==> src/rtl/core/tkz_pkg.sv <==
// Shared types, character constants and helpers for the argument tokenizer.
package tkz_pkg;

  localparam logic [7:0] CH_EQ     = 8'h3D;
  localparam logic [7:0] CH_QUOTE  = 8'h22;
  localparam logic [7:0] CH_BSLASH = 8'h5C;
  localparam logic [7:0] CH_SPACE  = 8'h20;
  localparam logic [7:0] CH_TAB    = 8'h09;
  localparam logic [7:0] CH_CR     = 8'h0D;

  localparam logic ROLE_KEY   = 1'b0;
  localparam logic ROLE_VALUE = 1'b1;

  typedef enum logic [6:0] {
    MODE_PREFIX = 7'b0000001,
    MODE_SKIP   = 7'b0000010,
    MODE_KEY    = 7'b0000100,
    MODE_QKEY   = 7'b0001000,
    MODE_EQ     = 7'b0010000,
    MODE_VALUE  = 7'b0100000,
    MODE_QVALUE = 7'b1000000
  } tkz_mode_t;

  typedef struct packed {
    logic [7:0] ch;
    logic       line_end;
  } tkz_item_t;

  typedef struct packed {
    logic       char_valid;
    logic       char_role;
    logic [7:0] out_char;
    logic       pair_end;
    logic       line_done;
    logic       unterminated;
  } tkz_result_t;

  function automatic logic is_space(input logic [7:0] c);
    is_space = ((c >= CH_TAB) && (c <= CH_CR)) || (c == CH_SPACE);
  endfunction

endpackage

==> src/rtl/core/tkz_if.sv <==
// Valid/ready channel interfaces for the character and result words.
interface tkz_in_if;
  logic       valid;
  logic       ready;
  logic [7:0] ch;
  logic       line_end;

  modport source (output valid, output ch, output line_end, input ready);
  modport sink (input valid, input ch, input line_end, output ready);
endinterface

interface tkz_out_if;
  logic       valid;
  logic       ready;
  logic       char_valid;
  logic       char_role;
  logic [7:0] out_char;
  logic       pair_end;
  logic       line_done;
  logic       unterminated;

  modport source (output valid, output char_valid, output char_role, output out_char,
                  output pair_end, output line_done, output unterminated, input ready);
  modport sink (input valid, input char_valid, input char_role, input out_char,
                input pair_end, input line_done, input unterminated, output ready);
endinterface

==> src/rtl/core/tkz_in_stage.sv <==
// Input register that captures one character word per cycle while it is empty or being drained.
module tkz_in_stage import tkz_pkg::*; (
  input  logic      clk,
  input  logic      rst_n,
  input  logic      src_valid,
  output logic      src_ready,
  input  tkz_item_t src_item,
  input  logic      take,
  output logic      item_vld,
  output tkz_item_t item
);

  logic      vld_r;
  logic      vld_nxt;
  tkz_item_t item_r;
  logic      load;

  assign src_ready = !vld_r || take;
  assign load      = src_valid && src_ready;
  assign vld_nxt   = load ? 1'b1 : (take ? 1'b0 : vld_r);

  always_ff @(posedge clk) begin
    if (!rst_n) begin
      vld_r <= 1'b0;
    end else begin
      vld_r <= vld_nxt;
    end
  end

  always_ff @(posedge clk) begin
    if (load) begin
      item_r <= src_item;
    end
  end

  assign item_vld = vld_r;
  assign item     = item_r;

endmodule

==> src/rtl/core/tkz_parse.sv <==
// Scan state machine that classifies each character and tracks quotes and prefix.
module tkz_parse import tkz_pkg::*; (
  input  logic        clk,
  input  logic        rst_n,
  input  logic        cfg_wr_en,
  input  logic [7:0]  cfg_wr_data,
  input  logic        take,
  input  tkz_item_t   item,
  output tkz_result_t result
);

  logic [7:0] prefix_length_r;
  tkz_mode_t  mode_r;
  tkz_mode_t  mode_nxt;
  logic [7:0] prefix_count_r;
  logic [7:0] prefix_count_nxt;
  logic [7:0] prev_char_r;
  logic [7:0] prev_char_nxt;
  tkz_mode_t  eff_mode;
  logic       sp;

  assign sp = is_space(item.ch);

  always_comb begin
    eff_mode = mode_r;
    if ((mode_r == MODE_PREFIX) && (prefix_count_r >= prefix_length_r)) begin
      eff_mode = MODE_SKIP;
    end
  end

  always_comb begin
    mode_nxt         = eff_mode;
    prefix_count_nxt = prefix_count_r;
    prev_char_nxt    = prev_char_r;
    result           = '0;
    if (item.line_end) begin
      result.line_done = 1'b1;
      result.pair_end  = (eff_mode == MODE_KEY) || (eff_mode == MODE_EQ) ||
                         (eff_mode == MODE_VALUE);
      result.unterminated = (eff_mode == MODE_QKEY) || (eff_mode == MODE_QVALUE);
      mode_nxt         = MODE_PREFIX;
      prefix_count_nxt = '0;
      prev_char_nxt    = CH_QUOTE;
    end else begin
      case (eff_mode)
        MODE_PREFIX: begin
          prefix_count_nxt = prefix_count_r + 8'd1;
        end
        MODE_SKIP: begin
          if (sp) begin
            mode_nxt = MODE_SKIP;
          end else if (item.ch == CH_QUOTE) begin
            mode_nxt      = MODE_QKEY;
            prev_char_nxt = CH_QUOTE;
          end else if (item.ch == CH_EQ) begin
            mode_nxt = MODE_EQ;
          end else begin
            mode_nxt          = MODE_KEY;
            result.char_valid = 1'b1;
            result.char_role  = ROLE_KEY;
            result.out_char   = item.ch;
          end
        end
        MODE_KEY: begin
          if (item.ch == CH_EQ) begin
            mode_nxt = MODE_EQ;
          end else if (sp) begin
            result.pair_end = 1'b1;
            mode_nxt        = MODE_SKIP;
          end else begin
            result.char_valid = 1'b1;
            result.char_role  = ROLE_KEY;
            result.out_char   = item.ch;
          end
        end
        MODE_EQ: begin
          if (item.ch == CH_QUOTE) begin
            mode_nxt      = MODE_QVALUE;
            prev_char_nxt = CH_QUOTE;
          end else if (sp) begin
            result.pair_end = 1'b1;
            mode_nxt        = MODE_SKIP;
          end else begin
            mode_nxt          = MODE_VALUE;
            result.char_valid = 1'b1;
            result.char_role  = ROLE_VALUE;
            result.out_char   = item.ch;
          end
        end
        MODE_VALUE: begin
          if (sp) begin
            result.pair_end = 1'b1;
            mode_nxt        = MODE_SKIP;
          end else begin
            result.char_valid = 1'b1;
            result.char_role  = ROLE_VALUE;
            result.out_char   = item.ch;
          end
        end
        MODE_QKEY, MODE_QVALUE: begin
          if ((item.ch == CH_QUOTE) && (prev_char_r != CH_BSLASH)) begin
            result.pair_end = 1'b1;
            mode_nxt        = MODE_SKIP;
          end else begin
            result.char_valid = 1'b1;
            result.char_role  = (eff_mode == MODE_QVALUE) ? ROLE_VALUE : ROLE_KEY;
            result.out_char   = item.ch;
            prev_char_nxt     = item.ch;
          end
        end
        default: begin
          mode_nxt = MODE_SKIP;
        end
      endcase
    end
  end

  always_ff @(posedge clk) begin
    if (!rst_n) begin
      prefix_length_r <= '0;
      mode_r          <= MODE_PREFIX;
      prefix_count_r  <= '0;
      prev_char_r     <= CH_QUOTE;
    end else begin
      if (cfg_wr_en) begin
        prefix_length_r <= cfg_wr_data;
      end
      if (take) begin
        mode_r         <= mode_nxt;
        prefix_count_r <= prefix_count_nxt;
        prev_char_r    <= prev_char_nxt;
      end
    end
  end

  // Every end of line returns the scanner to the start-of-line state.
  assert property (@(posedge clk) disable iff (!rst_n)
    take && item.line_end |=> (mode_r == MODE_PREFIX) && (prefix_count_r == 8'd0) &&
      (prev_char_r == CH_QUOTE))
    else $error("scanner not restarted after end of line");

  // An open quote at end of line drops the pair instead of closing it.
  assert property (@(posedge clk) disable iff (!rst_n)
    take && result.unterminated |-> result.line_done && !result.pair_end)
    else $error("unterminated flag without line end or with pair end");

  // Text characters never come with an end of line.
  assert property (@(posedge clk) disable iff (!rst_n)
    take && result.char_valid |-> !result.line_done && !result.pair_end)
    else $error("text character reported together with an end mark");

  // The prefix counter only moves while the prefix is being skipped or at an end of line.
  assert property (@(posedge clk) disable iff (!rst_n)
    (mode_r != MODE_PREFIX) |-> (prefix_count_r == $past(prefix_count_r)) ||
      $past(take && item.line_end))
    else $error("prefix counter moved outside the prefix");

endmodule

==> src/rtl/core/tkz_out_stage.sv <==
// Result register that holds one result word until the sink takes it.
module tkz_out_stage import tkz_pkg::*; (
  input  logic        clk,
  input  logic        rst_n,
  input  logic        item_vld,
  input  tkz_result_t result,
  output logic        take,
  output logic        dst_valid,
  input  logic        dst_ready,
  output tkz_result_t dst_result
);

  logic        vld_r;
  logic        vld_nxt;
  tkz_result_t res_r;

  assign take    = item_vld && (!vld_r || dst_ready);
  assign vld_nxt = take ? 1'b1 : (dst_ready ? 1'b0 : vld_r);

  always_ff @(posedge clk) begin
    if (!rst_n) begin
      vld_r <= 1'b0;
    end else begin
      vld_r <= vld_nxt;
    end
  end

  always_ff @(posedge clk) begin
    if (take) begin
      res_r <= result;
    end
  end

  assign dst_valid  = vld_r;
  assign dst_result = res_r;

endmodule

==> src/rtl/core/key_value_argument_tokenizer.sv <==
// Top level of the key/value command-line argument tokenizer.
//
//   channel   direction  payload                                        handshake
//   in_chan   sink       ch[7:0], line_end                               valid/ready
//   out_chan  source     char_valid, char_role, out_char[7:0],           valid/ready
//                        pair_end, line_done, unterminated
//   cfg_*     write      cfg_wr_data[7:0] = prefix_length                cfg_wr_en
//
// Unless the output stalls, one word is accepted per cycle, its result word is registered,
// and the scan state machine decodes one character per cycle between the input and result
// registers. Reset is synchronous and active low; it clears the state and prefix_length.
// A stalled output holds its word; the input register still takes one more word.
module key_value_argument_tokenizer import tkz_pkg::*; (
  input  logic       clk,
  input  logic       rst_n,
  tkz_in_if.sink     in_chan,
  tkz_out_if.source  out_chan,
  input  logic       cfg_wr_en,
  input  logic [7:0] cfg_wr_data
);

  tkz_item_t   src_item;
  tkz_item_t   item;
  logic        item_vld;
  logic        take;
  tkz_result_t result;
  tkz_result_t dst_result;

  assign src_item.ch       = in_chan.ch;
  assign src_item.line_end = in_chan.line_end;

  tkz_in_stage u_in_stage (
    .clk       (clk),
    .rst_n     (rst_n),
    .src_valid (in_chan.valid),
    .src_ready (in_chan.ready),
    .src_item  (src_item),
    .take      (take),
    .item_vld  (item_vld),
    .item      (item)
  );

  tkz_parse u_parse (
    .clk         (clk),
    .rst_n       (rst_n),
    .cfg_wr_en   (cfg_wr_en),
    .cfg_wr_data (cfg_wr_data),
    .take        (take),
    .item        (item),
    .result      (result)
  );

  tkz_out_stage u_out_stage (
    .clk        (clk),
    .rst_n      (rst_n),
    .item_vld   (item_vld),
    .result     (result),
    .take       (take),
    .dst_valid  (out_chan.valid),
    .dst_ready  (out_chan.ready),
    .dst_result (dst_result)
  );

  assign out_chan.char_valid   = dst_result.char_valid;
  assign out_chan.char_role    = dst_result.char_role;
  assign out_chan.out_char     = dst_result.out_char;
  assign out_chan.pair_end     = dst_result.pair_end;
  assign out_chan.line_done    = dst_result.line_done;
  assign out_chan.unterminated = dst_result.unterminated;

endmodule

==> src/flat_wrapper.sv <==
// flat-port wrapper written by rule: the top's interface ports become plain ports
module key_value_argument_tokenizer_flat import tkz_pkg::*;
  (clk, rst_n, cfg_wr_en, cfg_wr_data, in_chan_valid, in_chan_ch, in_chan_line_end, in_chan_ready, out_chan_valid, out_chan_char_valid, out_chan_char_role, out_chan_out_char, out_chan_pair_end, out_chan_line_done, out_chan_unterminated, out_chan_ready);
  tkz_in_if in_chan_i ();
  tkz_out_if out_chan_i ();
  input  logic clk;
  input  logic rst_n;
  input  logic cfg_wr_en;
  input  logic [7:0] cfg_wr_data;
  input wire logic [$bits(in_chan_i.valid)-1:0] in_chan_valid;
  input wire logic [$bits(in_chan_i.ch)-1:0] in_chan_ch;
  input wire logic [$bits(in_chan_i.line_end)-1:0] in_chan_line_end;
  output wire logic [$bits(in_chan_i.ready)-1:0] in_chan_ready;
  output wire logic [$bits(out_chan_i.valid)-1:0] out_chan_valid;
  output wire logic [$bits(out_chan_i.char_valid)-1:0] out_chan_char_valid;
  output wire logic [$bits(out_chan_i.char_role)-1:0] out_chan_char_role;
  output wire logic [$bits(out_chan_i.out_char)-1:0] out_chan_out_char;
  output wire logic [$bits(out_chan_i.pair_end)-1:0] out_chan_pair_end;
  output wire logic [$bits(out_chan_i.line_done)-1:0] out_chan_line_done;
  output wire logic [$bits(out_chan_i.unterminated)-1:0] out_chan_unterminated;
  input wire logic [$bits(out_chan_i.ready)-1:0] out_chan_ready;
  assign in_chan_i.valid = in_chan_valid;
  assign in_chan_i.ch = in_chan_ch;
  assign in_chan_i.line_end = in_chan_line_end;
  assign in_chan_ready = in_chan_i.ready;
  assign out_chan_valid = out_chan_i.valid;
  assign out_chan_char_valid = out_chan_i.char_valid;
  assign out_chan_char_role = out_chan_i.char_role;
  assign out_chan_out_char = out_chan_i.out_char;
  assign out_chan_pair_end = out_chan_i.pair_end;
  assign out_chan_line_done = out_chan_i.line_done;
  assign out_chan_unterminated = out_chan_i.unterminated;
  assign out_chan_i.ready = out_chan_ready;
  key_value_argument_tokenizer u_core (.clk(clk), .rst_n(rst_n), .in_chan(in_chan_i), .out_chan(out_chan_i), .cfg_wr_en(cfg_wr_en), .cfg_wr_data(cfg_wr_data));
endmodule
==> config.mk <==
export PLATFORM = sky130hd
export DESIGN_NAME = key_value_argument_tokenizer_flat
export DESIGN_NICKNAME = d
export VERILOG_FILES = /design/src/rtl/core/tkz_pkg.sv /design/src/rtl/core/tkz_if.sv /design/src/rtl/core/tkz_in_stage.sv /design/src/rtl/core/tkz_parse.sv /design/src/rtl/core/tkz_out_stage.sv /design/src/rtl/core/key_value_argument_tokenizer.sv /design/src/flat_wrapper.sv
export SDC_FILE = /design/constraint.sdc
export NUM_CORES = 1
export LEC_CHECK = 0
export ABC_CLOCK_PERIOD_IN_PS = 2380
export BUFFER_PORTS_ARGS = -buffer_cell sky130_fd_sc_hd__buf_2
export CAP_MARGIN = 20
export CORE_MARGIN = 2
export CORE_UTILIZATION = 46
export DETAILED_ROUTE_END_ITERATION = 7
export GPL_TIMING_DRIVEN = 0
export MAX_ROUTING_LAYER = met4
export PLACE_DENSITY_LB_ADDON = 0.1
export SLEW_MARGIN = 20
export SYNTH_ARGS = -nofsm -noshare
export SYNTH_HDL_FRONTEND = slang
export SYNTH_SLANG_ARGS = --single-unit
==> constraint.sdc <==
create_clock -name clk -period 2.38 [get_ports clk]
set_input_delay 0.119 -clock clk [delete_from_list [all_inputs] [get_ports clk]]
set_output_delay 0.119 -clock clk [all_outputs]
set_load 0.02 [all_outputs]
; ---- Word level (Yosys, flattened, before mapping)
; Index checks and enable logic that the tools add are counted.
[op_classes]
addsub = 1
multipliers = 0
div = 0
n_lt_le_gt_ge = 3
n_eq_ne = 14
n_shift = 0
mux = 37
bitwise_logic = 0
reduce_logical = 20
[ops]
columns = cell, count
row1 = $mux W10, 6
row2 = $mux W7, 8
row3 = $pmux W10 S5, 1
row4 = $mux W8, 6
row5 = $pmux W7 S6, 1
row6 = $eq A8 B6 Y1 const B, 3
row7 = $pmux W8 S3, 1
row8 = $mux W11, 2
row9 = $eq A7 B1 Y1 const B, 2
row10 = $add A8 B1 Y8 const B, 1
row11 = $ge A8 B4 Y1 const B, 1
row12 = $ge A8 B8 Y1, 1
row13 = $le A8 B4 Y1 const B, 1
row14 = $mux W1, 8
row15 = $ne A8 B7 Y1 const B, 1
row16 = $eq A7 B2 Y1 const B, 1
row17 = $eq A7 B3 Y1 const B, 1
row18 = $eq A7 B4 Y1 const B, 1
row19 = $eq A7 B5 Y1 const B, 1
row20 = $eq A7 B6 Y1 const B, 1
row21 = $eq A7 B7 Y1 const B, 1
row22 = $logic_or A1 B1 Y1, 6
row23 = $mux W6, 1
row24 = $ne A3 B2 Y1 const B, 2
row25 = other kinds (10), 17
[totals]
register_bits = 55
latch_bits = 0
ramBits = 0
mem_bits_ro = 0
inputBits = 22
memories = 0

; ---- Depth between registers and ports, before layout
; Gate-level depths: netlist of run 1.
[logic_depth]
word_depth = 7
mapped_depth = 9
ltp_nobuf = 8

; ---- Modules after synthesis
; A second synthesis of run 1 with hierarchy kept.
[unflattened]
cells_unflattened = 291
hier_area_um2 = 2900.3
[by_module_without_submodules]
columns = mod, n_inst, cells_each, area_per_inst_um2, seq_area_each_um2
row1 = tkz_parse, 1, 260, 2134.5, 620.6
row2 = tkz_out_stage, 1, 17, 437.9, 410.4
row3 = tkz_in_stage, 1, 14, 327.8, 290.3

; ---- Worst setup path before layout of run 1
; Ideal clock, no wire load.
[synth_path]
path_kind = register to register
from = register u_core.u_parse.prefix_count_r[0]
to = register u_core.u_out_stage.res_r (netlist bit u_core.u_out_stage.dst_result[3]), data pin
setup_ns = 0.160
t_arrival_ns = 2.177
t_required_ns = 2.220
setup_slack_ns = 0.042
stages_incl_launch_ff = 9
period_less_slack_ns = 2.338
path_cell_list = dfxtp_1 -> inv_1 -> ha_1 -> nand2b_1 -> a2111oi_4 -> or4_1 -> a21oi_2 -> a31oi_2 -> nor3b_1
[synth_via]
elab_chain_len = 6
elab_cells_between_ends = 11
classes_between = 1 x order compare / 6 x eq/ne / 2 x mux / 2 x reduce/logical
[synth_rtl]
columns = item, line
row1 = from (decl), tkz_parse.sv:15  ; logic [7:0] prefix_count_r;
row2 = from (signal assigned), tkz_parse.sv:130  ; prefix_count_r <= prefix_count_nxt;
row3 = $ge A8 B8 Y1 *, tkz_parse.sv:26  ; if ((mode_r == MODE_PREFIX) && (prefix_count_r >= prefix_length_r)) begin
row4 = $logic_and A1 B1 Y1 *, tkz_parse.sv:26
row5 = $mux W7 *, tkz_parse.sv:26
row6 = $eq A7 B4 Y1 / $eq A7 B7 Y1 (equally long branches), tkz_parse.sv:45  ; case (eff_mode)
row7 = $reduce_or A2 Y1, tkz_parse.sv:45
row8 = $pmux W10 S5 *, tkz_parse.sv:45
row9 = to (signal assigned), tkz_out_stage.sv:30  ; res_r <= result;
row10 = to (decl), tkz_out_stage.sv:15  ; tkz_result_t res_r;
; Every way passes the cells marked *; elsewhere a longest branch is shown, timed or not.
; A chain may end at the register's enable or synchronous reset.

; ---- Worst setup path in the final report of run 1
[layout_path]
from = register u_core.u_parse.prefix_count_r[0]
to = register u_core.u_out_stage.res_r (netlist bit u_core.u_out_stage.dst_result[6]), data pin
; The elaborated chain is that of the path after synthesis.

==> impl_metrics.ini, run 1 <==
[sta]
skew_ns = 0.0132
post-route-period-util = 0.984
period_needed_ns = 2.34
setup_viol = 0
fmax_ghz = 0.427
hold_viol = 0
slew_headroom = 0.451
tightest_slew_ns = 0.815
maxSlewViolCount = 0
rsz0062_at_grt = yes

[cells_and_area]
drive_above_1_share = 0.295
mostFrequentLayoutCells = 38 x buf_2, 30 x dfxtp_1, 26 x nor2_1
layout_commonest_cell = buf_2
antenna_cells = 0
fillers = 526
finalNonFillerCells = 428
final_util = 0.611
syn_to_final_growth_pct = 26.5
nets = 383

[floorplanning]
dieWidth_um = 83.5
dieArea_mm2 = 0.00698
rows = 28
pin_count = 37
core_mm2 = 0.00603
start_util = 0.483
die_h_um = 83.5

[grt]
grt_pass1_wl_um = 10900
antenna_found_initial = 0
grt_pass1_vias = 2161
grt_usage = 0.196
grt_max_degree = 20
gr-total-overflow = 0

[clock_network]
root_buffer = clkbuf_8
htreeDepth = 2
cts.clk_slew.worst_paths_ns = 0.11
cts_tree = done
max-clock-path-buffers = 2
clkSinkCount = 55
insertion_delay_ns = 0.32
numCtsBuffers = 5

[synth]
syn_area_mm2 = 0.00291
yosysTopAreaCell = dfxtp_1
synth.area.top_cells = dfxtp_1 23%, edfxtp_1 23%, ha_1 3.9%
synth_top_area_frac = 0.227
synthCells = 292
synth_xor_area_frac = 0.00903
syn_nets = 323
synthAdderAreaFrac = 0.0387
synthSimpleGateAreaFrac = 0.225
synth_seq_area_share = 0.454
ys_warn_count = 0
ys_types = 70
synth_seq_cells = 55
synth_edf_count = 22
synth-compound-area-share = 0.194
syn_avg_cell_area_um2 = 9.97
synthMuxAreaShare = 0.0275
synth-async-reset-ratio = 0
ys.flop_type = dfxtp_1
synth_top_family_by_area = simple AND/OR/NAND/NOR gates

[drt]
wl_met3_um = 329
first_iter_violations = 136
highest_layer = met4
drc = 0
via_per_inst = 5.78
first_pass_iters = 5
ant_nets = 0
wl_met2_um = 3130
wl_met1_um = 3500
vias = 2472
wl_per_cell_um = 16.4
drt-total-wl_um = 7020

[critical_path]
required_ns = 2.46
r2r_start = u_core.u_parse.prefix_count_r[0]
ff2ff_setup_slack_ns = 0.04
cp_max_fo = 6
path_buf_inv = 2
reg2reg_to = u_core.u_out_stage.dst_result[6]
critPathKind = reg2reg
crit_arrival_ns = 2.42
cp-end-kind = register
slowest_delay_ns = 0.45
r2r_cells = 9
path_delay_family = compound AO/OA/AOI/OAI gates
slowest_stage = a2111oi_4
cp_cell_sequence = inv_1, ha_1, nand2b_4, a2111oi_4, or4_4, a21oi_4, buf_12, a31oi_4, nor3b_2
startpoint_type = register

[job]
cap_violations = 0

[min_path]
min_to = u_core.u_in_stage.item_vld
hold_class = in2reg
holdPathStages = 3
hold_start = in_chan_valid

[run_status]
status = finished, final reports clean

[placed_design]
place_inst = 402
dp_hpwl_um = 4840
port_buffers = 35
place_congestion = 0.876

[power]
power_leakage_nw = 1.37
ir_drop_v = 0.000385
power_density_mw_per_mm2 = 515
[worst reg2reg max path: stages, from the launching register on]
cell	delay, ns
dfxtp_4	0.36
inv_1	0.06
ha_1	0.27
nand2b_4	0.15
a2111oi_4	0.45
or4_4	0.22
a21oi_4	0.07
buf_12	0.16
a31oi_4	0.27
nor3b_2	0.09
[logic make-up (layout without fill, tap and decap cells)]
group / count (synthesis) / in the layout
flops: 55 / 55
mux: 8 / 8
xor+xnor: 3 / 3
simple gates: 111 / 111
buf+inv: 32 / 92
fa+ha+maj: 9 / 9
compound gates: 74 / 75
[state kept, by name, indices dropped and copies added (netlist names)]
register and cells:
u_core.u_out_stage.dst_result 13, u_core.u_in_stage.item 9, u_core.u_parse.prefix_count_r 8, u_core.u_parse.prefix_length_r 8, u_core.u_parse.prev_char_r 8, u_core.u_parse.mode_r 7, u_core.u_in_stage.item_vld 1, u_core.u_out_stage.dst_valid 1
[where the power goes]
part | switching, mW | internal, mW
clock | 0.336 | 0.215
combinational | 0.171 | 0.139
sequential | 0.0244 | 1.01
total | 0.531 | 1.37
[through the flow]
step / setup TNS (ns) / cell area [um2] / power (mW) / hold WS [ns] / setup slack, ns
CTS: -0.00215 / 3440 / 1.85 / 0.0280 / -0.00215
global placement: -5.30 / 3180 / 1.28 / 0.296 / -0.345
global route: -0.149 / 3680 / 1.96 / 0.0399 / -0.0416
detailed placement: -5.77 / 3180 / 1.28 / 0.297 / -0.333
floorplan: 0 / 2910 / 1.21 / 0.218 / 0.0424
finish: 0 / 3680 / 1.90 / 0.0222 / 0.0379
[layer usage]
layer / up-vias / track usage
li1: 1229 / -
met1: 1173 / 0.294
met2: 65 / 0.279
met3: 5 / 0.0336
met4: 0 / 0.0396
met5: - / -
[worst max-delay path by stage]
stage	startpoint	to	slack, ns	cells past startpoint
finish	u_core.u_parse.prefix_count_r[0]	u_core.u_out_stage.dst_result[6]	0.04	9
global placement	u_core.u_parse.prefix_count_r[0]	u_core.u_out_stage.dst_result[4]	-0.35	8
detailed placement	u_core.u_parse.prefix_count_r[0]	u_core.u_out_stage.dst_result[8]	-0.33	8
CTS	u_core.u_parse.prefix_count_r[0]	u_core.u_out_stage.dst_result[6]	-0.002	9
floorplan	u_core.u_parse.prefix_count_r[0]	u_core.u_out_stage.dst_result[3]	0.04	8
global route	u_core.u_parse.prefix_length_r[6]	u_core.u_out_stage.dst_result[6]	-0.04	9
[cell usage after synthesis, drive strengths merged, types with 2 or more instances]
cell type / number
a22oi: 4
a221oi: 2
nand3: 5
o21ai: 11
o211ai: 2
mux2i: 8
nand2: 17
nor2: 26
nand4: 3
o21a: 3
or3: 5
o311ai: 2
buf: 8
and2: 5
nor3: 9
clkbuf: 4
nor3b: 5
inv: 19
nor4: 7
nand2b: 10
a21boi: 2
ha: 9
a32o: 2
a21oi: 17
a2111oi: 3
nand3b: 2
o31a: 4
a22o: 5
xor2: 2
nor4b: 4
dfxtp: 33
nor2b: 2
o22ai: 4
edfxtp: 22
or4: 5
[area by class of cell]
| class | count | area, um2 | area share |
|---|---|---|---|
| inverters | 20 | 75.1 | 0.0204 |
| repair buffers | 53 | 363 | 0.0985 |
| clock buffers | 5 | 68.8 | 0.0187 |
| flip-flops and latches | 55 | 1330 | 0.361 |
| plain buffers | 11 | 71.3 | 0.0194 |
| clock inverters | 3 | 25.0 | 0.00680 |
| well taps | 75 | 93.8 | 0.0255 |
| multi-input cells | 206 | 1660 | 0.450 |
[what timing repair did]
item / in CTS / in global routing
resized for setup: 10 / 29
pin swaps: 4 / 11
setup endpoints to repair: 30 / 27
gates cloned: 0 / 2
buffers inserted: 1 / 7
endpoints found under the hold margin: 9 / 0
hold buffers: 9 / 0
No activity file was read; power rests on OpenSTA's default activity.
==> run 2, diff against run 1 <==
--- a/config.mk
+++ b/config.mk
@@ -8,12 +8,13 @@
 export ABC_CLOCK_PERIOD_IN_PS = 2380
 export BUFFER_PORTS_ARGS = -buffer_cell sky130_fd_sc_hd__buf_2
 export CAP_MARGIN = 20
+export CORE_ASPECT_RATIO = 0.75
 export CORE_MARGIN = 2
 export CORE_UTILIZATION = 46
 export DETAILED_ROUTE_END_ITERATION = 7
 export GPL_TIMING_DRIVEN = 0
 export MAX_ROUTING_LAYER = met4
-export PLACE_DENSITY_LB_ADDON = 0.1
+export PLACE_DENSITY = 0.68
 export SLEW_MARGIN = 20
 export SYNTH_ARGS = -nofsm -noshare
 export SYNTH_HDL_FRONTEND = slang
==> run 2 against run 1 <==
Against the previous run: sequential power about the same; routed wire length down 1.1%; global-route usage increased by 0.97 points; via count up 2.5%; clock skew fell by 0.0037 ns; die area hardly changed; setup slack better by 0.016 ns.
==> impl_metrics.ini, run 2 (synthesized netlist as in run 1, its figures left out) <==
[critical_path]
startpoint_type = register
cp.depth = 9
path_buf_inv = 2
slowest_delay_ns = 0.53
slowest_stage = or4_4
critPathKind = reg2reg
r2r_cells = 9
crit_arrival_ns = 2.55
required_ns = 2.60
cp_max_fo = 6
path_delay_family = simple AND/OR/NAND/NOR gates
cp_cell_sequence = inv_2, ha_4, and2_4, nand3_4, or4_4, a21oi_4, buf_6, o221ai_4, a22o_1
cp-end-kind = register

[sta]
rsz0062_at_grt = yes
worst_slack_ns = 0.0544
slew_headroom = 0.414
tightest_slew_ns = 0.872
period_needed_ns = 2.33
skew_ns = 0.00955
post-route-period-util = 0.977
hold_viol = 0
maxSlewViolCount = 0
whs_ns = 0.00670
fmax_ghz = 0.430
setup_viol = 0

[grt]
grt_pass1_wl_um = 10800
grt_max_degree = 20
grt_usage = 0.205
gr-total-overflow = 0
grt_pass1_vias = 2200
antenna_found_initial = 0

[drt]
ant_nets = 0
drc = 0
wl_per_cell_um = 15.8
first_iter_violations = 274
drt-total-wl_um = 6950
vias = 2533
first_pass_iters = 5
via_per_inst = 5.74

[cells_and_area]
nets = 390
largest_reg_flops = 13
final_util = 0.608
fillers = 516
antenna_cells = 0
layout_commonest_cell = buf_2
syn_to_final_growth_pct = 30.1
regArea_mm2 = 0.00133
finalNonFillerCells = 441
mostFrequentLayoutCells = 38 x buf_2, 28 x dfxtp_1, 26 x nor2_1
multi_input_area_mm2 = 0.00170
drive_above_1_share = 0.336

[floorplanning]
core_mm2 = 0.00622
dieArea_mm2 = 0.00699
rows = 25
pin_count = 37
start_util = 0.468
die_h_um = 72.9
dieWidth_um = 95.8

[clock_network]
htreeDepth = 2
root_buffer = clkbuf_8
cts_tree = done
cts.clk_slew.worst_paths_ns = 0.11
clkSinkCount = 55
numCtsBuffers = 5
max-clock-path-buffers = 2
insertion_delay_ns = 0.32

[min_path]
holdPathStages = 3
hold_class = in2reg

[power]
power_leakage_nw = 1.41
ir_drop_v = 0.000331
power_density_mw_per_mm2 = 504

[run_status]
status = finished, final reports clean

[placed_design]
dp_hpwl_um = 4720
place_congestion = 0.955
port_buffers = 35
place_inst = 408
preCtsSetupSlack_ns = -0.298

[job]
cap_violations = 0
==> run 2: final timing paths <==
check                               startpoint                               end  slack, ns
min reg2reg          u_core.u_in_stage.item[0]  u_core.u_out_stage.dst_result[1]       0.47
max reg2reg  u_core.u_parse.prefix_length_r[7]     u_core.u_parse.prev_char_r[0]       0.05
max          u_core.u_parse.prefix_length_r[7]     u_core.u_parse.prev_char_r[0]       0.05
min                              in_chan_valid        u_core.u_in_stage.item_vld      0.007
==> run 2: cell type report <==
class,count,share of cell area
inverter,20,0.0198
buffer,11,0.0188
multi-input combinational,205,0.449
tap,81,0.0268
clock inverter,3,0.00727
timing repair buffer,61,0.109
clock buffer,5,0.0182
sequential,55,0.351
==> run 2: worst reg2reg max path, stage by stage (launching register included) <==
cell and delay, ns:
dfxtp_2 0.35, inv_2 0.04, ha_4 0.26, and2_4 0.16, nand3_4 0.08, or4_4 0.53
a21oi_4 0.29, buf_6 0.17, o221ai_4 0.12, a22o_1 0.22
==> run 2: layer usage <==
layer  global-route usage  vias up  wire [um]
met5                    -        -          0
met4               0.0492        0         68
met3               0.0331        8        513
met2                0.279       96       3070
met1                0.318     1197       3300
li1                     -     1232          -
==> run 2: repair_timing <==
| item | 4_1_cts | 5_1_grt |
|---|---|---|
| hold buffers | 9 | 0 |
| gates resized for setup | 13 | 39 |
| setup endpoints to repair | 29 | 26 |
| pin swaps | 3 | 21 |
| hold endpoints to repair | 9 | 0 |
| buffers inserted | 3 | 14 |
==> run 2: power by group <==
part | internal (mW) | leakage, nW | switching [mW]
Sequential | 1.01 | 0.487 | 0.0253
Combinational | 0.147 | 0.880 | 0.172
Clock | 0.217 | 0.0463 | 0.335
==> run 2: metrics by stage <==
| step | cell area, um2 | TNS [ns] | power (mW) |
|---|---|---|---|
| 2_1_floorplan | 2910 | 0 | 1.21 |
| 3_3_place_gp | 3190 | -3.98 | 1.27 |
| 3_5_place_dp | 3190 | -4.23 | 1.28 |
| 4_1_cts | 3460 | -0.0224 | 1.85 |
| 5_1_grt | 3780 | -0.0965 | 1.98 |
| 6_report | 3780 | 0 | 1.91 |
